File: src/hdl/hbs_pkg.sv
// Shared types and constants of the heightmap sampler and brush.
package hbs_pkg;

	localparam int GRID_SIDE_DEF = 128;

	// Shared multiplier operand and product widths
	localparam int MUL_W  = 20;
	localparam int PROD_W = 2 * MUL_W;

	// Grid coordinate fraction position inside the scaled product
	localparam int FRAC_BITS = 22;

	localparam logic [9:0]  HALF_SIZE_RST    = 10'd256;
	localparam logic [15:0] GRID_STEP_RST    = 16'd1032;
	localparam logic [15:0] STEP_RECIP_RST   = 16'd16257;
	localparam logic [2:0]  HEIGHT_SHIFT_RST = 3'd2;

	typedef enum logic [1:0] {
		REQ_WRITE,
		REQ_READ,
		REQ_SAMPLE,
		REQ_BRUSH
	} req_t;

	typedef enum logic [1:0] {
		CFG_HALF_SIZE,
		CFG_GRID_STEP,
		CFG_STEP_RECIP,
		CFG_HEIGHT_SHIFT
	} cfg_idx_t;

	typedef struct packed {
		logic [9:0]  half_size;
		logic [15:0] grid_step;
		logic [15:0] step_recip;
		logic [2:0]  height_shift;
	} cfg_t;

	typedef enum logic [4:0] {
		ST_IDLE,
		ST_WR,
		ST_RD_A,
		ST_RD_D,
		ST_SX,
		ST_SZ,
		ST_SLZ,
		ST_SR0,
		ST_SR1,
		ST_SR2,
		ST_SR3,
		ST_SM0,
		ST_SM1,
		ST_SM2,
		ST_SM3,
		ST_SFIN,
		ST_B_INIT,
		ST_B_R2,
		ST_B_ROW,
		ST_B_DZ,
		ST_B_CA,
		ST_B_CB
	} state_t;

endpackage

File: src/hdl/hbs_mul.sv
// Shared signed multiplier with a registered product.
module hbs_mul (
	input  logic                                clk,
	input  logic signed [hbs_pkg::MUL_W-1:0]  a,
	input  logic signed [hbs_pkg::MUL_W-1:0]  b,
	output logic signed [hbs_pkg::PROD_W-1:0] p
);
	import hbs_pkg::*;

	logic signed [PROD_W-1:0] p_q;

	always_ff @(posedge clk) begin
		p_q <= a * b;
	end

	assign p = p_q;

endmodule

File: config.mk
export PLATFORM = sky130hd
export DESIGN_NAME = hbs_mul
export DESIGN_NICKNAME = d
export VERILOG_FILES = /design/src/hdl/hbs_pkg.sv /design/src/hdl/hbs_mul.sv
export SDC_FILE = /design/constraint.sdc
export NUM_CORES = 1
export LEC_CHECK = 0
export BUFFER_PORTS_ARGS = -buffer_cell sky130_fd_sc_hd__buf_2
export CORE_MARGIN = 3
export CORE_UTILIZATION = 60
export CTS_CLUSTER_SIZE = 14
export DETAILED_ROUTE_END_ITERATION = 16
export GPL_ROUTABILITY_DRIVEN = 0
export PLACE_DENSITY = 0.78
export SKIP_LAST_GASP = 1
export SYNTH_ARGS = -nofsm -noshare
export SYNTH_HDL_FRONTEND = slang
export SYNTH_SLANG_ARGS = --single-unit
File: constraint.sdc
create_clock -name clk -period 19.2 [get_ports clk]
set_clock_uncertainty 0.2 [all_clocks]
set_input_delay 0.96 -clock clk [delete_from_list [all_inputs] [get_ports clk]]
set_output_delay 0.96 -clock clk [all_outputs]
set_load 0.01 [all_outputs]
**Word-level counts from Yosys, hierarchy flattened**

Index checks and enable logic that the tools add are counted.

- Flip-flop bits (word level): 40
- Bits of input ports: 41
- Output and inout bits: 40

- Multipliers: 1

Operator list:

| cell | number |
|---|---|
| multiplier 20 x 20 -> 40 bit | 1 |

**Logic depth before layout (Yosys ltp)**

Gate-level depths: netlist (run 1).

- Depth in word-level cells: 1
- Gate-level depth with buffers: 25

**Least setup slack after synthesis (run 1)**

OpenSTA, ideal clock, no wires.

- Kind: input to register
- Start: input a[19] (netlist bit)
- End: register p_q[38] (netlist: p[38])
- Library setup time: 74 ps
- Data arrival time: 7070 ps
- Required time: 18926 ps
- Slack: 11855 ps
- Stages: 22
- Cells stage by stage: clkbuf_1 -> nand2_1 -> fa_1 -> inv_1 -> fa_1 -> inv_1 -> fa_1 -> fa_1 -> inv_1 -> fa_1 -> inv_1 -> fa_1 -> fa_1 -> inv_1 -> ha_1 -> a21o_1 -> a21o_1 -> a2111oi_0 -> o41ai_1 -> mux2i_1 -> o41ai_1 -> a31oi_1

- Word-level cells in the longest chain between the ends: 1

RTL lines:

| element | RTL line | text |
|---|---|---|
| start: declaration | hbs_mul.sv:4 | `input logic signed [hbs_pkg::MUL_W-1:0] a,` |
| multiplier 20 x 20 -> 40 bit | hbs_mul.sv:13 | `p_q <= a * b;` |
| end signal: assignment | hbs_mul.sv:13 |  |
| end: declaration | hbs_mul.sv:10 | `logic signed [PROD_W-1:0] p_q;` |

Every way passes these cells.

**Worst setup path in the final report (run 1)**

- Start: input b[2] (netlist bit)
- End: register p_q[38] (netlist: p[38])

- Word-level cells in the longest chain between the ends: 1

RTL lines:

| element | RTL line | text |
|---|---|---|
| start: declaration | hbs_mul.sv:5 | `input logic signed [hbs_pkg::MUL_W-1:0] b,` |
| multiplier 20 x 20 -> 40 bit | hbs_mul.sv:13 |  |

Every way passes these cells.

==> results of run 1 <==
-- cells by family after synthesis --
| group | after synthesis | synth area share |
|---|---|---|
| buffers and inverters | 527 | 0.1222 |
| adder cells (fa/ha/maj) | 527 | 0.6022 |
| AND/OR/NAND/NOR | 498 | 0.1562 |
| AO/OA/AOI/OAI | 115 | 0.04839 |
| flip-flops | 40 | 0.04947 |
| XOR/XNOR | 35 | 0.01894 |
| multiplexers | 4 | 0.002551 |
-- layout by cell type, fill, tap and decap left out, types with 3 or more instances in the layout --
| cell | count |
|---|---|
| and2_1 | 218 |
| o21a_1 | 4 |
| clkbuf_16 | 5 |
| diode_2 | 3 |
| mux2i_1 | 3 |
| a211oi_1 | 10 |
| nand3_1 | 6 |
| o31a_1 | 3 |
| o21ai_0 | 18 |
| a21o_1 | 13 |
| nand2_1 | 189 |
| fa_1 | 420 |
| buf_2 | 80 |
| inv_1 | 444 |
| a221oi_1 | 3 |
| and4_1 | 3 |
| nor2b_1 | 5 |
| xnor2_1 | 25 |
| nor2_1 | 38 |
| ha_1 | 107 |
| xor2_1 | 10 |
| nand2b_1 | 7 |
| a21oi_1 | 30 |
| nor3_1 | 20 |
| a31oi_1 | 4 |
| dfxtp_1 | 40 |
-- layer usage --
metal  wire length (um)  track usage  up-vias
met5                 18            0        -
met4               2169       0.1369        2
li1                   -            -     5075
met2              19840       0.5181      392
met1              13610       0.3232     6040
met3               1977      0.04228      131
-- per-stage QoR --
step           instance area (um^2)  setup slack (ns)  cells
6_report                      16850             11.44   2089
5_1_grt                       16850             11.00   2088
4_1_cts                       16840             11.53   2086
3_5_place_dp                  16690             11.25   2078
3_3_place_gp                  16690             11.51   2078
2_1_floorplan                 16190             11.86   1746
-- final cells by class --
cell class | count | area [um^2] | share of cell area
Inverter | 444 | 1667 | 0.09891
Multi-Input combinational cell | 1179 | 13410 | 0.7956
Antenna cell | 3 | 7.507 | 0.0004455
Clock buffer | 6 | 138.9 | 0.008242
Clock inverter | 2 | 10.01 | 0.0005940
Timing Repair Buffer | 80 | 400.4 | 0.02376
Sequential cell | 40 | 800.8 | 0.04752
Tap cell | 335 | 419.2 | 0.02488
-- worst max-delay path by stage --
stage | slack (ns) | end | startpoint | depth (start not counted)
floorplan | 11.86 | p[38]$_DFF_P_ | a[19] | 22
global placement | 11.51 | p[39]$_DFF_P_ | a[9] | 23
detailed placement | 11.25 | p[38]$_DFF_P_ | b[2] | 22
CTS | 11.53 | p[38]$_DFF_P_ | a[19] | 22
global route | 11.00 | p[38]$_DFF_P_ | b[2] | 20
finish | 11.44 | p[38]$_DFF_P_ | b[2] | 20
==> results.md, run 1 <==
- Outcome: finished clean
- Yosys cell types: 56
- Crit path top cell by count: fa_1
- Number of clock sinks: 40
- Die area: 28,980 um^2
- Total GRT Usage: 0.2827
- First-pass GRT wire length: 64,800 um
- Synth top cells by count: inv_1 (444), fa_1 (420), and2_1 (218), nand2_1 (189), ha_1 (107)
- Die Ht: 170.2 um
- CTS tree: yes
- First-pass iteration count of the detailed router: 6
- WL final: 37,610 um
- Most common flop cell mapped by yosys: dfxtp_1
- Total congestion overflow: 0
- Pin count of the biggest net entering global routing: 21
- Worst path required time: 19.21 ns
- CTS clk-pin slew, worst paths: 0.06 ns
- Routed wire per std cell: 18.00 um
- CTS resizes: 0
- Hold path cells: 2
- Leading cell type by number of instances after synthesis: inv_1
- Core area: 26,280 um^2
- Max reg flops: 40
- Synthesized area: 16,190 um^2
- Type of the worst min-delay path: input pin to flip-flop
- Root buffer cell: clkbuf_16
- Final worst-path cycle share: 0.4043
- DRC: 0
- Syn nets: 2,314
- Fin. Hold Viols: 0
- Area leader, netlist: fa_1
- CP cell instances: buf_2 -> nand2_1 -> fa_1 -> inv_1 -> fa_1 -> inv_1 -> fa_1 -> inv_1 -> fa_1 -> inv_1 -> fa_1 -> fa_1 -> fa_1 -> inv_1 -> ha_1 -> nand2_1 -> o41ai_1 -> mux2i_1 -> o41ai_1 -> a31oi_1
- Mean area per synthesized cell: 9.270 um^2
- Critical Path Source Type: input pin
- Synth async-reset ratio: 0
- Setup_tns: 0 ns
- Final Util: 0.6412
- Critical path's top delay family: adder cells
- Max Clk Rate: 128.8 MHz
- EDFF count, synth: 0
- Row count: 59
- Worst Setup End Kind: flip-flop
- Least-Margin Pin Slew: 0.7486 ns
- Worst EP arrival: 7.78 ns
- Total CTS buffers: 5
- Hold path startpoint: b[0]
- Crit Path Class: input pin to flip-flop
- Mapped Cells: 1,746
- Hold Path Sink: p[0]$_DFF_P_
- Die width: 170.2 um
- IO Port Bufs: 80
- Fin Hold WS: 0.9561 ns
- Post-CTS Hold Fix Bufs: 0
- Total setup buffers inserted after CTS: 0
- Slew headroom: 0.5004
- Yosys reg bits: 40
- CP bufs+invs: 6
- Slowest cell on the critical path: fa_1
- Yosys top cell area share: 0.5195
- RSZ-0062 raised after global routing: false
- Synth area leaders: fa_1 (52%), inv_1 (10%), and2_1 (8.4%)
- Vias in the first global route: 13,310
- Number of synthesis warnings: 0
- Final Critical Period: 7.763 ns
- Critical Path Max Stage Delay: 0.79 ns
- Initial DRC count: 754
- Register area share after synthesis: 0.04947
- Vias per cell: 5.572
- Fillcell total: 2,165
- Routed Antenna Nets: 0
- CTS Buffer Depth: 2
- Num ports: 81
- Final #Nets: 2,318
- Via count: 11,640
- Share of cells above drive strength 1: 0.05597
- Initial antenna violation count: 4
- Post-DP HPWL: 31,470 um
- Max-slew violation count: 0
- # setup viols final: 0
- Area growth, synth to finish: 4.105%
- Starting Density: 0.6159
- Max cap viols: 0
- Max H-tree Level: 2
- Crit-path max FO: 20
Power of run 1 is left out: the tool's default activity adds up to more than one toggle a clock period on the data nets, which glitch-free logic cannot reach.
==> inputs of run 2 (changes only) <==
CORE_UTILIZATION = 59   (was 60)
PLACE_DENSITY = 0.8   (was 0.78)
clock period = 6.6 ns   (was 19.2 ns; I/O delays follow)
==> run 2 against run 1 <==
  * Die area increased by 1.6%
  * Core utilization increased by 4.3 points
  * Non-clock buffer count increased by 145
  * Critical path type unchanged
  * Critical endpoint is now p[34]$_DFF_P_
==> results.md, run 2 (same netlist as run 1, synthesis figures left out) <==
- Outcome: finished clean (unchanged)
- Max reg flops: 40 (unchanged)
- Multi-input gate area: 13,520 um^2 (was 13,410 um^2)
- Max-slew violation count: 0 (unchanged)
- Total GRT Usage: 0.2874 (was 0.2827)
- Die area: 29,460 um^2 (was 28,980 um^2)
- Number of clock sinks: 40 (unchanged)
- Register area: 800.8 um^2 (unchanged)
- Total congestion overflow: 0 (unchanged)
- Worst path required time: 6.59 ns (was 19.21 ns)
- Final setup margin: 0.1612 ns (was 11.44 ns)
- Critical Path Source Type: input pin (unchanged)
- Worst EP arrival: 6.42 ns (was 7.78 ns)
- Pin count of the biggest net entering global routing: 21 (unchanged)
- Total CTS buffers: 5 (unchanged)
- Final Critical Period: 6.439 ns
- CTS clk-pin slew, worst paths: 0.06 ns (about the same)
- Least-Margin Pin Slew: 0.7645 ns (was 0.7486 ns)
- Via count: 12,220 (was 11,640)
- Fillcell total: 1,956 (was 2,165)
- Area growth, synth to finish: 12.06% (was 4.105%)
- Starting Density: 0.6107 (was 0.6159)
- CTS tree: yes (unchanged)
- Commonest non-fill, non-tap cell in the layout: inv_1 (unchanged)
- Share of cells above drive strength 1: 0.1382 (was 0.05597)
- Hold path startpoint: b[0] (unchanged)
- IO Port Bufs: 80 (unchanged)
- Root buffer cell: clkbuf_16 (unchanged)
- First-pass GRT wire length: 66,280 um (was 64,800 um)
- RSZ-0062 raised after global routing: true (was false)
- Vias in the first global route: 14,000 (was 13,310)
- Max H-tree Level: 2 (unchanged)
- Row count: 59 (unchanged)
- Initial DRC count: 689 (was 754)
- Place WS: -0.4025 ns (was 11.25 ns)
- Vias per cell: 5.471 (was 5.572)
- Post-DP HPWL: 34,390 um (was 31,470 um)
- Die width: 171.6 um (was 170.2 um)
- Routed wire per std cell: 17.59 um (was 18.00 um)
- Max cap viols: 0 (unchanged)
- Hold path cells: 2 (unchanged)
- CTS Buffer Depth: 2 (unchanged)
- Type of the worst min-delay path: input pin to flip-flop (unchanged)
- Routed Antenna Nets: 0 (unchanged)
- WL final: 39,270 um (was 37,610 um)
- First-pass iteration count of the detailed router: 7 (was 6)
- DRC: 0 (unchanged)
- Crit-path max FO: 13 (was 20)
- Crit Path Class: input pin to flip-flop (unchanged)
- Hold Path Sink: p[0]$_DFF_P_ (unchanged)
- Initial antenna violation count: 3 (was 4)
- Worst Setup End Kind: flip-flop (unchanged)
- Max Clk Rate: 155.3 MHz
- Fin. Hold Viols: 0 (unchanged)
- # setup viols final: 0 (unchanged)
- Core area: 26,500 um^2 (was 26,280 um^2)
- Slew headroom: 0.4897 (was 0.5004)
- Most frequent cells in the layout: inv_1 (442), fa_1 (417), and2_1 (217), nand2_1 (187), buf_4 (142) (was inv_1 (444), fa_1 (420), and2_1 (218), nand2_1 (189), ha_1 (107))
- Final #Nets: 2,463 (was 2,318)
- Die Ht: 171.6 um (was 170.2 um)
- Final worst-path cycle share: 0.9756
- Num ports: 81 (unchanged)
[run 2: final cells by class]
cell class              instances  share of cell area
clock buffers                   5            0.006898
multi-input cells            1179              0.7457
diodes                          2           0.0002759
flip-flops and latches         40             0.04415
inverters                     444             0.09189
well taps                     335             0.02311
repair buffers                225             0.08568
clock inverters                 3            0.002345
[run 2: how the worst max path moves through the flow]
stage / startpoint / end / slack, ns
finish: a[13] / p[34]$_DFF_P_ / 0.16
global route: b[4] / p[38]$_DFF_P_ / -0.07
CTS: b[2] / p[38]$_DFF_P_ / 0.01
detailed placement: b[2] / p[38]$_DFF_P_ / -0.40
global placement: b[2] / p[38]$_DFF_P_ / -0.18
floorplan: a[19] / p[38]$_DFF_P_ / -0.008
[run 2: per-stage QoR]
| stage | util | TNS, ns | hold WS [ns] | cells | instance area (um^2) |
|---|---|---|---|---|---|
| finish | 0.6844 | 0 | 0.2771 | 2233 | 18140 |
| global route | 0.6844 | -0.1274 | 0.2921 | 2233 | 18140 |
| CTS | 0.6757 | 0 | 0.2831 | 2220 | 17910 |
| detailed placement | 0.6689 | -1.467 | 0.5266 | 2212 | 17730 |
| global placement | 0.6689 | -0.3061 | 0.5258 | 2212 | 17730 |
| floorplan | - | -0.008475 | 0.4340 | 1746 | 16190 |
[run 2: metal layers]
layer  wire length [um]  share of wire  GRT usage  up-vias
met5                 13        0.00033          0        -
met4               2561          0.065     0.1508        2
met3               1760          0.045    0.03080      151
met2              21720           0.55     0.5456      417
met1              13210           0.34     0.3147     6286
li1                   -              -          -     5360
[run 2: repair_timing]
action | 4_1_cts | 5_1_grt
pin swaps | 0 | 10
setup endpoints to repair | 1 | 10
gates resized for setup | 3 | 40
setup buffers | 0 | 11
hold buffers | 0 | 0
[run 2: worst max-delay path: stages]
cell,delay (ns)
clkbuf_4,0.20
and2_1,0.21
fa_1,0.51
fa_1,0.52
inv_1,0.05
fa_1,0.49
inv_1,0.07
fa_1,0.48
fa_1,0.46
fa_1,0.57
inv_1,0.06
fa_1,0.48
inv_1,0.04
ha_1,0.28
and4_1,0.23
and4_1,0.22
o311a_1,0.15
o2111a_2,0.29
o211a_1,0.25
or3b_1,0.39
xor2_1,0.14
Power of run 2 is left out for the same reason.
==> inputs of run 3 (changes only) <==
CORE_UTILIZATION = 60   (was 59)
PLACE_DENSITY = 0.78   (was 0.8)
REMOVE_ABC_BUFFERS = 1   (was default)
clock period = 6 ns   (was 6.6 ns; I/O delays follow)
==> run 3 against run 2 <==
  * The flow now finishes with violations (setup timing)
  * Via count grew 6.2%
  * First-iteration DRC count grew 12%
  * Hold slack gained 0.16 ns
  * Die area shrank 1.6%
  * Critical path depth grew 2
  * Cell count grew 4.7%
  * Sequential share of layout area shrank 0.36 points
  * Global-route usage grew 2.3 points
  * Worst setup slack lost 0.47 ns
  * Core utilization grew 6.8 points
  * Wire length grew 12%
  * Non-clock buffer count grew 107
  * Critical path type unchanged
  * Largest cell class unchanged
  * Highest routed layer is now met4
==> results.md, run 3 (same netlist as run 1, synthesis figures left out) <==
- DR WL met3: 2391 um (was 1760 um)
- Share of cells above drive strength 1: 0.2401 (was 0.1382)
- Max H-tree Level: 2 (unchanged)
- CTS clk-pin slew, worst paths: 0.06 ns (about the same)
- First-pass GRT wire length: 71,160 um (was 66,280 um)
- Vias per cell: 5.548 (was 5.471)
- CTS Buffer Depth: 2 (unchanged)
- Row count: 59 (unchanged)
- Type of the worst min-delay path: input pin to flip-flop (unchanged)
- Initial antenna violation count: 0 (was 3)
- Register area: 800.8 um^2 (unchanged)
- Place WS: -0.8534 ns (was -0.4025 ns)
- Wl on met1: 15,090 um (was 13,210 um)
- IO Port Bufs: 80 (unchanged)
- CTS tree: yes (unchanged)
- RSZ-0062 raised after global routing: true (unchanged)
- Worst path required time: 5.98 ns (was 6.59 ns)
- Total congestion overflow: 0 (unchanged)
- Most frequent cells in the layout: inv_1 (422), fa_1 (402), buf_4 (227), and2_1 (200), nand2_1 (179) (was inv_1 (442), fa_1 (417), and2_1 (217), nand2_1 (187), buf_4 (142))
- Worst EP arrival: 6.29 ns (was 6.42 ns)
- Total CTS buffers: 5 (unchanged)
- Failing checks: setup timing
- WL final: 44,010 um (was 39,270 um)
- Final setup margin: -0.3093 ns (was 0.1612 ns)
- Crit-path max FO: 5 (was 13)
- Cell area after layout: 19,760 um^2 (was 18,140 um^2)
- Total GRT Usage: 0.3105 (was 0.2874)
- Core area: 26,280 um^2 (was 26,500 um^2)
- CP bufs+invs: 7 (was 5)
- Outcome: finished, violations left (was finished clean)
- Max Clk Rate: 158.5 MHz
- DR top layer: met4 (was met5)
- First-pass iteration count of the detailed router: 7 (unchanged)
- Area post-placement: 18,340 um^2 (was 17,730 um^2)
- Starting Density: 0.6159 (was 0.6107)
- Post-CTS Hold Fix Bufs: 0 (unchanged)
- Vias in the first global route: 15,010 (was 14,000)
- Slowest cell on the critical path: fa_1 (unchanged)
- Crit Path Class: input pin to flip-flop (unchanged)
- Routed wire per std cell: 18.82 um (was 17.59 um)
- Commonest non-fill, non-tap cell in the layout: inv_1 (unchanged)
- Critical path's top delay family: adder cells (unchanged)
- # setup viols final: 22 (was 0)
- Least-Margin Pin Slew: 0.7675 ns (was 0.7645 ns)
- Area growth, synth to finish: 22.11% (was 12.06%)
- Post-DP HPWL: 35,090 um (was 34,390 um)
- CP cell instances: buf_12 -> and2_4 -> fa_1 -> fa_1 -> inv_2 -> fa_1 -> inv_1 -> fa_1 -> inv_2 -> fa_1 -> inv_2 -> fa_1 -> inv_2 -> fa_1 -> inv_2 -> ha_4 -> a21oi_2 -> a2bb2oi_2 -> nand2_2 -> o2111a_2 -> o211a_1 -> or3b_1 -> xor2_1 (was clkbuf_4 -> and2_1 -> fa_1 -> fa_1 -> inv_1 -> fa_1 -> inv_1 -> fa_1 -> fa_1 -> fa_1 -> inv_1 -> fa_1 -> inv_1 -> ha_1 -> and4_1 -> and4_1 -> o311a_1 -> o2111a_2 -> o211a_1 -> or3b_1 -> xor2_1)
- Die Ht: 170.2 um (was 171.6 um)
- Crit path top cell by count: fa_1 (unchanged)
- Critical Path Max Stage Delay: 0.56 ns (was 0.57 ns)
- Root buffer cell: clkbuf_16 (unchanged)
- # diodes: 0 (was 2)
- Max-slew violation count: 0 (unchanged)
- Max reg flops: 40 (unchanged)
- Slew headroom: 0.4877 (was 0.4897)
- Initial DRC count: 774 (was 689)
- Final Util: 0.7520 (was 0.6844)
- Max cap viols: 0 (unchanged)
- Via count: 12,970 (was 12,220)
- Worst Setup End Kind: flip-flop (unchanged)
- Num ports: 81 (unchanged)
- Die width: 170.2 um (was 171.6 um)
- Pin count of the biggest net entering global routing: 18 (was 21)
- Critical Path Source Type: input pin (unchanged)
- Routed Antenna Nets: 0 (unchanged)
- Final #Nets: 2,570 (was 2,463)
- DRC: 0 (unchanged)
- Multi-input gate area: 14,040 um^2 (was 13,520 um^2)
- Fin. Hold Viols: 0 (unchanged)
- Final Critical Period: 6.309 ns
- Number of clock sinks: 40 (unchanged)
- Die area: 28,980 um^2 (was 29,460 um^2)
- Final worst-path cycle share: 1.052
- Met2 wire length: 23,760 um (was 21,720 um)
- Fillcell total: 1,682 (was 1,956)
[run 3: cell types whose count changed in the layout (fill, tap and decap cells not counted), moves of 8 or more]
cell	before	now
fa_1	417	402
buf_4	142	227
nand2_1	187	179
and2_1	217	200
a21oi_1	29	21
fa_2	3	18
inv_2	2	22
buf_2	70	51
ha_4	1	18
ha_1	106	88
buf_6	4	39
and2_4	1	18
inv_1	442	422
[run 3: worst paths after layout]
check             depth (start not counted)  start  slack (ns)            end
hold / removal                            3   b[0]        0.44   p[0]$_DFF_P_
setup / recovery                         23   a[9]       -0.31  p[34]$_DFF_P_
[run 3: worst min-delay path: stages]
cell and delay (ns):
buf_2 0.18, buf_4 0.18, and2_1 0.19
[run 3: layout make-up]
type / instances / area share
well taps: 335 / 0.02121
clock buffers: 5 / 0.006331
repair buffers: 332 / 0.1353
flip-flops and latches: 40 / 0.04052
clock inverters: 3 / 0.002152
inverters: 444 / 0.08433
multi-input cells: 1179 / 0.7102
[run 3: through the flow]
| stage | hold slack (ns) | std cells | setup TNS [ns] |
|---|---|---|---|
| after floorplan | 0.2217 | 1663 | -1.937 |
| after global placement | 0.4956 | 2294 | -11.04 |
| after detailed placement | 0.4939 | 2294 | -13.29 |
| after CTS | 0.4304 | 2323 | -1.253 |
| after global routing | 0.4639 | 2338 | -6.916 |
| final | 0.4378 | 2338 | -3.631 |
[run 3: routing by layer]
metal	track usage	vias up
met1	0.3538	6620
met3	0.03252	204
met2	0.5767	571
li1	-	5576
met5	0	-
met4	0.1587	0
[run 3: timing repair]
action	CTS	global route
resized for setup	192	68
setup buffers	19	14
pin swaps	112	83
gates cloned	3	1
setup endpoints to repair	22	24
Power of run 3 is left out for the same reason.
