[config.mk]
export PLATFORM = sky130hd
export DESIGN_NAME = hbs_ctrl
export DESIGN_NICKNAME = d
export VERILOG_FILES = /design/src/hdl/hbs_pkg.sv /design/src/hdl/hbs_ctrl.sv
export SDC_FILE = /design/constraint.sdc
export NUM_CORES = 1
export LEC_CHECK = 0
export ABC_AREA = 1
export BUFFER_PORTS_ARGS = -buffer_cell sky130_fd_sc_hd__buf_2
export CAP_MARGIN = 20
export CORE_ASPECT_RATIO = 1.75
export CORE_UTILIZATION = 60
export DETAILED_ROUTE_END_ITERATION = 8
export HOLD_SLACK_MARGIN = 0.12
export PLACE_DENSITY = 0.81
export SLEW_MARGIN = 25
export SYNTH_ARGS = -nofsm -noshare
export SYNTH_HDL_FRONTEND = slang
export SYNTH_SLANG_ARGS = --single-unit
export TNS_END_PERCENT = 100
[constraint.sdc]
create_clock -name clk -period 5.4 [get_ports clk]
set_input_delay 0.54 -clock clk [delete_from_list [all_inputs] [get_ports clk]]
set_output_delay 0.54 -clock clk [all_outputs]
set_load 0.1 [all_outputs]
[src/hdl/hbs_pkg.sv]
// Shared types and constants of the heightmap sampler and brush.
package hbs_pkg;

	localparam int GRID_SIDE_DEF = 128;

	// Shared multiplier operand and product widths
	localparam int MUL_W  = 20;
	localparam int PROD_W = 2 * MUL_W;

	// Grid coordinate fraction position inside the scaled product
	localparam int FRAC_BITS = 22;

	localparam logic [9:0]  HALF_SIZE_RST    = 10'd256;
	localparam logic [15:0] GRID_STEP_RST    = 16'd1032;
	localparam logic [15:0] STEP_RECIP_RST   = 16'd16257;
	localparam logic [2:0]  HEIGHT_SHIFT_RST = 3'd2;

	typedef enum logic [1:0] {
		REQ_WRITE,
		REQ_READ,
		REQ_SAMPLE,
		REQ_BRUSH
	} req_t;

	typedef enum logic [1:0] {
		CFG_HALF_SIZE,
		CFG_GRID_STEP,
		CFG_STEP_RECIP,
		CFG_HEIGHT_SHIFT
	} cfg_idx_t;

	typedef struct packed {
		logic [9:0]  half_size;
		logic [15:0] grid_step;
		logic [15:0] step_recip;
		logic [2:0]  height_shift;
	} cfg_t;

	typedef enum logic [4:0] {
		ST_IDLE,
		ST_WR,
		ST_RD_A,
		ST_RD_D,
		ST_SX,
		ST_SZ,
		ST_SLZ,
		ST_SR0,
		ST_SR1,
		ST_SR2,
		ST_SR3,
		ST_SM0,
		ST_SM1,
		ST_SM2,
		ST_SM3,
		ST_SFIN,
		ST_B_INIT,
		ST_B_R2,
		ST_B_ROW,
		ST_B_DZ,
		ST_B_CA,
		ST_B_CB
	} state_t;

endpackage

[src/hdl/hbs_ctrl.sv]
// Request sequencer and datapath registers around the shared multiplier.
module hbs_ctrl #(
	parameter int GRID_SIDE = hbs_pkg::GRID_SIDE_DEF,
	parameter int AW        = 14
) (
	input  logic                                clk,
	input  logic                                arst_n,
	input  hbs_pkg::cfg_t                       cfg,
	input  logic                                start,
	output logic                                busy,
	input  logic [1:0]                          req_type,
	input  logic [13:0]                         cell_index,
	input  logic [7:0]                          cell_height,
	input  logic signed [15:0]                  world_x,
	input  logic signed [15:0]                  world_z,
	input  logic [15:0]                         brush_radius,
	input  logic                                raise_not_lower,
	output logic signed [hbs_pkg::MUL_W-1:0]  mul_a,
	output logic signed [hbs_pkg::MUL_W-1:0]  mul_b,
	input  logic signed [hbs_pkg::PROD_W-1:0] mul_p,
	output logic                                ram_we,
	output logic [AW-1:0]                       ram_waddr,
	output logic [7:0]                          ram_wdata,
	output logic [AW-1:0]                       ram_raddr,
	input  logic [7:0]                          ram_rdata,
	output logic                                done,
	output logic [1:0]                          done_type,
	output logic [7:0]                          read_height,
	output logic [15:0]                         sampled_height
);
	import hbs_pkg::*;

	localparam int CW         = $clog2(GRID_SIDE);
	localparam int CELL_COUNT = GRID_SIDE * GRID_SIDE;
	localparam int POS_W      = CW + 20;

	state_t state_q, state_d;

	req_t                     type_q;
	logic [13:0]              idx_q;
	logic [7:0]               hgt_q;
	logic signed [15:0]       wx_q, wz_q;
	logic [15:0]              rad_q;
	logic                     raise_q;
	logic [CW-1:0]            x0_q, x1_q, z0_q, z1_q;
	logic [7:0]               fx_q, fz_q;
	logic [7:0]               h00_q, h10_q, h01_q, h11_q;
	logic signed [17:0]       h0_q, h1_q;
	logic [35:0]              r2_q, dz2_q;
	logic signed [POS_W-1:0]  posz_q, posx_q;
	logic [CW-1:0]            xc_q, zc_q;
	logic                     row_far_q, dx_far_q;
	logic                     done_q;
	logic [1:0]               done_type_q;
	logic [7:0]               read_height_q;
	logic [15:0]              sampled_height_q;

	function automatic logic [AW-1:0] addr_of(input logic [CW-1:0] z, input logic [CW-1:0] x);
		int a;
		a = int'(z) * GRID_SIDE + int'(x);
		return a[AW-1:0];
	endfunction

	// Grid location from the scaled product: floor cell, clamped corners, fraction
	logic signed [17:0] cell_s;
	logic               cell_lo, cell_hi;
	logic [CW-1:0]      c0, c1;
	logic [7:0]         frac;

	always_comb begin
		cell_s  = mul_p[FRAC_BITS+17:FRAC_BITS];
		cell_lo = cell_s < 0;
		cell_hi = cell_s >= $signed(18'(GRID_SIDE - 1));
		if (cell_lo) begin
			c0   = '0;
			c1   = '0;
			frac = '0;
		end else if (cell_hi) begin
			c0   = CW'(GRID_SIDE - 1);
			c1   = CW'(GRID_SIDE - 1);
			frac = '0;
		end else begin
			c0   = cell_s[CW-1:0];
			c1   = cell_s[CW-1:0] + 1'b1;
			frac = mul_p[FRAC_BITS-1:FRAC_BITS-8];
		end
	end

	// Brush geometry in Q.8 metres
	logic signed [POS_W-1:0] half_p, base_x, base_z, r_p, dz_abs, dx_abs;
	logic                    far_z, far_x, in_radius;
	logic [36:0]             dist2;
	logic [7:0]              brushed;

	always_comb begin
		half_p  = POS_W'({cfg.half_size, 8'b0});
		r_p     = POS_W'({rad_q, 2'b0});
		base_x  = -half_p - (POS_W'(wx_q) <<< 2);
		base_z  = -half_p - (POS_W'(wz_q) <<< 2);
		dz_abs  = (posz_q < 0) ? -posz_q : posz_q;
		dx_abs  = (posx_q < 0) ? -posx_q : posx_q;
		far_z   = dz_abs > r_p;
		far_x   = dx_abs > r_p;
		dist2   = {1'b0, dz2_q} + {1'b0, mul_p[35:0]};
		in_radius = !row_far_q && !dx_far_q && (dist2 <= {1'b0, r2_q});
		brushed = ram_rdata;
		if (raise_q) begin
			if (ram_rdata != 8'hFF) brushed = ram_rdata + 8'd1;
		end else begin
			if (ram_rdata != 8'h00) brushed = ram_rdata - 8'd1;
		end
	end

	// Interpolation sums
	logic signed [17:0] h0_n, h1_n;
	logic signed [25:0] h_fin;
	logic [25:0]        h_shr;
	logic               idx_ok;

	always_comb begin
		h0_n   = $signed({2'b0, h00_q, 8'b0}) + $signed(mul_p[17:0]);
		h1_n   = $signed({2'b0, h01_q, 8'b0}) + $signed(mul_p[17:0]);
		h_fin  = $signed({h0_q, 8'b0}) + $signed(mul_p[25:0]);
		h_shr  = h_fin[25] ? '0 : (26'(h_fin) >> (5'd8 + 5'(cfg.height_shift)));
		idx_ok = int'(idx_q) < CELL_COUNT;
	end

	always_ff @(posedge clk or negedge arst_n) begin
		if (!arst_n) begin
			state_q <= ST_IDLE;
		end else begin
			state_q <= state_d;
		end
	end

	always_comb begin
		state_d   = state_q;
		mul_a     = '0;
		mul_b     = '0;
		ram_we    = 1'b0;
		ram_waddr = addr_of(zc_q, xc_q);
		ram_wdata = brushed;
		ram_raddr = addr_of(zc_q, xc_q);
		unique case (state_q)
			ST_IDLE: begin
				if (start) begin
					unique case (req_t'(req_type))
						REQ_WRITE:  state_d = ST_WR;
						REQ_READ:   state_d = ST_RD_A;
						REQ_SAMPLE: state_d = ST_SX;
						REQ_BRUSH:  state_d = ST_B_INIT;
						default:    state_d = ST_IDLE;
					endcase
				end
			end
			ST_WR: begin
				ram_we    = idx_ok;
				ram_waddr = AW'(32'(idx_q));
				ram_wdata = hgt_q;
				state_d   = ST_IDLE;
			end
			ST_RD_A: begin
				ram_raddr = AW'(32'(idx_q));
				state_d   = ST_RD_D;
			end
			ST_RD_D: state_d = ST_IDLE;
			ST_SX: begin
				mul_a   = MUL_W'(wx_q) + MUL_W'({cfg.half_size, 6'b0});
				mul_b   = MUL_W'(cfg.step_recip);
				state_d = ST_SZ;
			end
			ST_SZ: begin
				mul_a   = MUL_W'(wz_q) + MUL_W'({cfg.half_size, 6'b0});
				mul_b   = MUL_W'(cfg.step_recip);
				state_d = ST_SLZ;
			end
			ST_SLZ: state_d = ST_SR0;
			ST_SR0: begin
				ram_raddr = addr_of(z0_q, x0_q);
				state_d   = ST_SR1;
			end
			ST_SR1: begin
				ram_raddr = addr_of(z0_q, x1_q);
				state_d   = ST_SR2;
			end
			ST_SR2: begin
				ram_raddr = addr_of(z1_q, x0_q);
				state_d   = ST_SR3;
			end
			ST_SR3: begin
				ram_raddr = addr_of(z1_q, x1_q);
				state_d   = ST_SM0;
			end
			ST_SM0: begin
				mul_a   = MUL_W'(fx_q);
				mul_b   = MUL_W'($signed({1'b0, h10_q}) - $signed({1'b0, h00_q}));
				state_d = ST_SM1;
			end
			ST_SM1: begin
				mul_a   = MUL_W'(fx_q);
				mul_b   = MUL_W'($signed({1'b0, h11_q}) - $signed({1'b0, h01_q}));
				state_d = ST_SM2;
			end
			ST_SM2: state_d = ST_SM3;
			ST_SM3: begin
				mul_a   = MUL_W'(fz_q);
				mul_b   = MUL_W'(h1_q - h0_q);
				state_d = ST_SFIN;
			end
			ST_SFIN: state_d = ST_IDLE;
			ST_B_INIT: begin
				mul_a   = MUL_W'({rad_q, 2'b0});
				mul_b   = MUL_W'({rad_q, 2'b0});
				state_d = ST_B_R2;
			end
			ST_B_R2: state_d = ST_B_ROW;
			ST_B_ROW: begin
				mul_a   = far_z ? '0 : MUL_W'(dz_abs);
				mul_b   = far_z ? '0 : MUL_W'(dz_abs);
				state_d = ST_B_DZ;
			end
			ST_B_DZ: state_d = ST_B_CA;
			ST_B_CA: begin
				mul_a   = far_x ? '0 : MUL_W'(dx_abs);
				mul_b   = far_x ? '0 : MUL_W'(dx_abs);
				state_d = ST_B_CB;
			end
			ST_B_CB: begin
				ram_we = in_radius;
				if (xc_q != CW'(GRID_SIDE - 1)) begin
					state_d = ST_B_CA;
				end else if (zc_q != CW'(GRID_SIDE - 1)) begin
					state_d = ST_B_ROW;
				end else begin
					state_d = ST_IDLE;
				end
			end
			default: state_d = ST_IDLE;
		endcase
	end

	// Payload and sample/brush working registers
	always_ff @(posedge clk) begin
		unique case (state_q)
			ST_IDLE: begin
				type_q  <= req_t'(req_type);
				idx_q   <= cell_index;
				hgt_q   <= cell_height;
				wx_q    <= world_x;
				wz_q    <= world_z;
				rad_q   <= brush_radius;
				raise_q <= raise_not_lower;
			end
			ST_SZ: begin
				x0_q <= c0;
				x1_q <= c1;
				fx_q <= frac;
			end
			ST_SLZ: begin
				z0_q <= c0;
				z1_q <= c1;
				fz_q <= frac;
			end
			ST_SR1: h00_q <= ram_rdata;
			ST_SR2: h10_q <= ram_rdata;
			ST_SR3: h01_q <= ram_rdata;
			ST_SM0: h11_q <= ram_rdata;
			ST_SM1: h0_q  <= h0_n;
			ST_SM2: h1_q  <= h1_n;
			ST_B_INIT: begin
				posz_q <= base_z;
				zc_q   <= '0;
			end
			ST_B_R2: r2_q <= mul_p[35:0];
			ST_B_ROW: begin
				row_far_q <= far_z;
				xc_q      <= '0;
				posx_q    <= base_x;
			end
			ST_B_DZ: dz2_q <= mul_p[35:0];
			ST_B_CA: dx_far_q <= far_x;
			ST_B_CB: begin
				if (xc_q != CW'(GRID_SIDE - 1)) begin
					xc_q   <= xc_q + 1'b1;
					posx_q <= posx_q + POS_W'(cfg.grid_step);
				end else begin
					zc_q   <= zc_q + 1'b1;
					posz_q <= posz_q + POS_W'(cfg.grid_step);
				end
			end
			default: ;
		endcase
	end

	// Result register: one strobe per request
	always_ff @(posedge clk or negedge arst_n) begin
		if (!arst_n) begin
			done_q           <= 1'b0;
			done_type_q      <= '0;
			read_height_q    <= '0;
			sampled_height_q <= '0;
		end else begin
			done_q <= 1'b0;
			if (state_q != ST_IDLE && state_d == ST_IDLE) begin
				done_q           <= 1'b1;
				done_type_q      <= type_q;
				read_height_q    <= (state_q == ST_RD_D && idx_ok) ? ram_rdata : 8'd0;
				sampled_height_q <= (state_q == ST_SFIN) ? h_shr[15:0] : 16'd0;
			end
		end
	end

	assign busy           = state_q != ST_IDLE;
	assign done           = done_q;
	assign done_type      = done_type_q;
	assign read_height    = read_height_q;
	assign sampled_height = sampled_height_q;

endmodule

# Yosys cells after proc, flatten, opt, wreduce, memory -nomap -nowiden
# Cells that the tools add are included.
[classes] n_addsub=27 order_cmp=7 eq_ne=29 shift=1 n_mux=36 reduce_logical=16
[ops] operator="$pmux W20 S7" count=2
[ops] operator="$mux W27" count=4
[ops] operator="$pmux W27 S2" count=2
[ops] operator="$pmux W5 S19" count=1
[ops] operator="$add A14 B7 Y14" count=5
[ops] operator="$pmux W14 S5" count=1
[ops] operator="$mux W8" count=7
[ops] operator="$add A27 B16 Y27" count=2
[ops] operator="$gt A27 B19 Y1" count=2
[ops] operator="$lt A27 B1 Y1 const B" count=2
[ops] operator="$neg A27 Y27" count=2
[ops] operator="$sub A27 B18 Y27" count=2
[ops] operator="$mux W7" count=6
[ops] operator="$eq A5 B4 Y1 const B" count=8
[ops] operator="$mux W20" count=2
[ops] operator="$add A36 B36 Y37" count=1
[ops] operator="$le A37 B36 Y1" count=1
[ops] operator="$add A16 B17 Y18" count=2
[ops] operator="$add A17 B18 Y18" count=2
[ops] operator="$mux W16" count=2
[ops] operator="$eq A5 B5 Y1 const B" count=6
[ops] operator="$pmux W7 S2" count=2
[ops] operator="$neg A18 Y27" count=1
[ops] operator="$add A26 B26 Y26" count=1
[ops] operator="other kinds (31)" count=50
[word_totals] ff_bits=359 output_inout_bits=105

# Longest topological paths before layout
[logic_depth] word_depth=7 ltp_mapped=27 mapped_depth_nobuf=27

# Worst setup path before layout
# OpenSTA, ideal clock, no wires.
[synth_timing] kind="reg-to-reg" from="register state_q[3]" to="register sampled_height_q[12] (netlist: sampled_height[12])" t_arrival_ns=5.027 t_required_ns=5.330 slack_ns=0.303 path_stages_with_launch=13 path_buffers=1 period_less_slack_ns=5.097 path_cell_list="dfrtp_1 nor2_1 nand2_1 nor2_2 inv_1 o211ai_1 nor2_1 nand2_1 nor2_2 nand2_2 buf_6 nand2_1 nand3_1"
[synth_rtl] element="start, declared" line="hbs_ctrl.sv:37" source="state_t state_q, state_d;"
[synth_rtl] element="start signal, assigned" line="hbs_ctrl.sv:132" source="state_q <= state_d;"
[synth_rtl] element="$reduce_bool A5 Y1"
[synth_rtl] element="named net busy" line="hbs_ctrl.sv:10" source="output logic busy,"
[synth_rtl] element="$logic_and A1 B1 Y1" line="hbs_ctrl.sv:304" source="if (state_q != ST_IDLE && state_d == ST_IDLE) begin"
[synth_rtl] element="end signal, assigned" line="hbs_ctrl.sv:308" source="sampled_height_q <= (state_q == ST_SFIN) ? h_shr[15:0] : 16'd0;"
[synth_rtl] element="end, declared" line="hbs_ctrl.sv:56" source="logic [15:0] sampled_height_q;"
# The timed path passes the listed nets, and every way through them passes these cells.
# A chain may end at the register's enable or synchronous reset.

# Worst setup path in the final report
[layout_timing] from="register posz_q[1]" to="output port mul_b[19] (netlist name)"
[layout_between] elab_chain_cells=5
[layout_lines] element="start, declared" line="hbs_ctrl.sv:50" source="logic signed [POS_W-1:0] posz_q, posx_q;"
[layout_lines] element="start signal, assigned" line="hbs_ctrl.sv:271" source="posz_q <= base_z;"
[layout_lines] element="start signal, assigned" line="hbs_ctrl.sv:288" source="posz_q <= posz_q + POS_W'(cfg.grid_step);"
[layout_lines] element="$neg A27 Y27 or $lt A27 B1 Y1 (tied branches)" line="hbs_ctrl.sv:100" source="dz_abs = (posz_q < 0) ? -posz_q : posz_q;"
[layout_lines] element="$mux W27 *" line="hbs_ctrl.sv:100"
[layout_lines] element="$gt A27 B19 Y1 *" line="hbs_ctrl.sv:102" source="far_z = dz_abs > r_p;"
[layout_lines] element="named net far_z" line="hbs_ctrl.sv:91" source="logic far_z, far_x, in_radius;"
[layout_lines] element="$mux W20 *" line="hbs_ctrl.sv:219" source="mul_b = far_z ? '0 : MUL_W'(dz_abs);"
[layout_lines] element="$pmux W20 S7 *" line="hbs_ctrl.sv:144" source="unique case (state_q)"
[layout_lines] element="end, declared" line="hbs_ctrl.sv:19" source="output logic signed [hbs_pkg::MUL_W-1:0] mul_b,"
# The timed path passes the listed nets; every way through them passes the cells marked *.

==> metrics <==
status complete, no violations; multi-input logic area 0.01610 mm²; Setup WS pre-CTS 357.7 ps; Nets 4478; Final Critical Period 5166 ps; R2R Setup Slk 1810 ps; Synth Cell Area 0.02879 mm²; die width 167.6 µm; Placed Area 0.03091 mm²; Max Fclk 193.6 MHz; Post-synth top flop edfxtp_1; Critical Path Fanout Max 9; sequential-to-total area share from yosys stat 36.89%; 1st-pass router iterations 7; Die ar. 0.04889 mm²; cell leakage power 15.16 nW; Slew Limit Fails 0; Hold WC Path Type input port to flop; core area 0.04716 mm²; Finished Cell Area 0.03228 mm²; Max-Cap Viols 0; largest net degree at the start of global routing 73; number of synthesized flops with an enable pin 327; startpoint types flop; Hold Path Depth 1; clk slew on worst S/H paths 70 ps; Avg Cell Area, Syn 7.701 µm²; Root Buffer clkbuf_16; Syn Inst Count 3738; initial antenna violation count 7; dpl cells 4574; final period utilization 95.67%; Die Ht 291.8 µm; Syn Nets 4190; Synth Register Bits 359; htree depth 2; GRT Resource Usage Total 44.01%; Final Hold Viols 0; Final ANT Viol Nets 0; port bufs 273; Pwr per Cell Area 454.8 mW/mm²; fin cells 4649; first-pass GRT wire length 159600 µm; Num Clock Sinks 359; reg2reg start posx_q[0]; share of cells above drive strength 1 10.80%; WP data required 4860 ps; Clk Latency, worst-skew pair 580 ps; I/O pins 274; RSZ-0062 raised after global routing yes; Final GP Congestion 1.048; maximum vdd drop 0.7143 mV; Design Power 14.68 mW; Worst Slack Setup Final 233.9 ps; DR DRC count 0; Hold Crit Endpoint rad_q[6]; # fillers 4112; 1st-iter DRT viols 2200; worst rel slew slack 25.96%; setup_tns 0 ps; vias in the first global route 28690; sequential standard cell area 0.01062 mm²; post-DR vias/cell 6.100; Wirelength per Cell 23.28 µm; Initial Util 61.03%; Slew @ Worst Pin 1111 ps; end of the worst register-to-register path dx_far_q; Worst Path Arrival 4630 ps; Distinct cells, synth 62; drt total wl 108200 µm; Clock Path Buffers 3; hold path start brush_radius[6]; Worst Reg-to-Reg Cells 16; skew final 23.89 ps; grt ovf 0; synthesis-to-finish area growth 12.15%; critical path class flop to output pin; # rows 105; TritonCTS clock tree done; Num CTS Buffers 37; Post-synth ARST share 8.914%; Yosys Warn Count 0; HPWL after DPL 87030 µm; routed via count 28360; Setup violations, final 0; crit end category output pin
[area by class of cell]
cell class                 instances  share of cell area [%]
antenna                            7                 0.05426
inverter                         508                   5.910
tap                              588                   2.279
clock buffer                      42                   3.058
timing repair buffer             301                   5.255
multi-input combinational       2819                   49.87
sequential                       359                   32.90
clock inverter                    25                  0.6782
[synthesized netlist by cell type (4+ instances only)]
| library cell | n | area (µm²) |
|---|---|---|
| inv_2 | 15 | 56.30 |
| o21ai_0 | 239 | 1196 |
| a22oi_1 | 7 | 52.55 |
| fa_1 | 11 | 220.2 |
| nor4_1 | 16 | 100.1 |
| a211oi_1 | 13 | 97.59 |
| nand3b_1 | 15 | 112.6 |
| o21a_1 | 8 | 60.06 |
| nand4_1 | 80 | 500.5 |
| nor3_1 | 57 | 285.3 |
| edfxtp_1 | 327 | 9819 |
| o21ai_1 | 16 | 80.08 |
| o31ai_1 | 10 | 75.07 |
| or2_2 | 21 | 131.4 |
| o2111ai_1 | 12 | 105.1 |
| ha_1 | 272 | 3403 |
| and2_1 | 4 | 25.02 |
| dfrtp_1 | 32 | 800.8 |
| xor2_1 | 95 | 832.1 |
| a221oi_1 | 5 | 43.79 |
| xnor2_1 | 43 | 376.6 |
| nor2_4 | 4 | 45.04 |
| o22ai_1 | 12 | 75.07 |
| o21bai_1 | 14 | 105.1 |
| a31oi_1 | 28 | 175.2 |
| buf_2 | 6 | 30.03 |
| clkbuf_1 | 40 | 150.1 |
| a21o_1 | 23 | 172.7 |
| o211ai_1 | 13 | 97.59 |
| a21oi_1 | 291 | 1456 |
| a21boi_0 | 10 | 75.07 |
| nand2_2 | 6 | 37.54 |
| nand3_1 | 238 | 1191 |
| nor2_1 | 351 | 1318 |
| nor2_2 | 12 | 75.07 |
| nand2_1 | 864 | 3243 |
| inv_1 | 490 | 1839 |
[critical path: stages, from the launching register on]
cell	delay, ps
edfxtp_1	400
inv_1	160
ha_1	190
nand3_1	170
nor2_2	240
nand2_1	90
o21ai_0	280
xor2_2	370
ha_1	320
nand2_1	90
nor2_1	50
a211oi_1	210
nand2_1	80
nand2_1	60
nand2_1	90
nand2_1	80
nand3_1	60
nand2_1	130
nand2_2	90
nor2_4	200
nand2_1	160
nand3_1	150
clkbuf_4	350
[what timing repair did]
item                                    in CTS  in global routing
pin swaps                                    0                  0
buffers inserted                             0                  0
hold buffers                                 1                  0
resized for setup                            1                 48
gates cloned                                 0                  0
endpoints found under the setup margin      18                 39
hold endpoints to repair                    26                  0
[flip-flops by register name, summed over array words and instances, names as in the netlist, 14 cells and up]
signal,flops
sampled_height,16
posz_q,27
h0_q,18
wz_q,16
dz2_q,36
rad_q,16
idx_q,14
posx_q,27
h1_q,18
r2_q,36
wx_q,16
[metrics by stage]
stage / util (%) / hold WS (ps)
after global routing: 68.43 / 143.0
after detailed placement: 65.53 / 450.4
after floorplan: - / 244.4
after CTS: 68.12 / 132.4
after global placement: 65.48 / 442.7
final: 68.45 / 143.0
[logic make-up (layout without fill, tap and decap cells)]
kind of cell / Yosys count / count (layout) / share of synthesized area, %
DFF: 359 / 359 / 36.89
adders and majority gates: 283 / 283 / 12.59
other: 0 / 7 / 0
xor gates and xnor gates: 138 / 138 / 4.199
and+or+nand+nor: 1682 / 1682 / 24.98
buffers and inverters: 560 / 876 / 7.424
muxes: 2 / 2 / 0.07823
AOI/OAI and AO/OA: 714 / 714 / 13.84
[per-layer routing]
layer  GRT usage (%)  vias up  share of wire (%)
li1                -    13330                  -
met1           37.78    13020                 30
met2           79.47     1404                 50
met3           7.671      599                6.6
met4           51.42        4                 14
met5               0        -              0.029
[worst max path at each step]
stage	from	end
floorplan	state_q[3]	sampled_height[12]
global placement	mul_p[0]	ram_we
detailed placement	mul_p[0]	ram_we
CTS	dz2_q[0]	ram_we
global route	dz2_q[2]	ram_we
finish	posz_q[1]	mul_b[19]
[cells in the final DEF (no fill, tap or decap), types with 8 or more instances in the layout]
cell type / count
clkbuf_16: 39
a211oi_1: 13
nand4_1: 80
nor2_1: 348
o21bai_1: 14
xnor2_1: 42
fa_1: 11
clkbuf_4: 34
buf_4: 31
a21boi_0: 10
nor4_1: 16
dfrtp_1: 32
o2111ai_1: 12
inv_1: 490
nand3_1: 237
o21ai_0: 236
nand3b_1: 15
nor3_1: 57
a31oi_1: 28
o22ai_1: 12
a21o_1: 23
o21ai_1: 19
o31ai_1: 10
xor2_1: 92
inv_2: 15
nand2_1: 864
or2_2: 21
nor2_2: 12
o211ai_1: 13
buf_2: 234
o21a_1: 8
ha_1: 272
edfxtp_1: 327
a21oi_1: 291
[power breakdown]
part | total (mW) | switching (mW) | leakage (nW) | internal, mW
Clock | 2.63 | 1.20 | 0.590 | 1.43
Sequential | 4.07 | 0.387 | 3.42 | 3.68
Combinational | 7.98 | 6.09 | 11.1 | 1.90
Note: power is estimated with default switching activity, not from simulation.
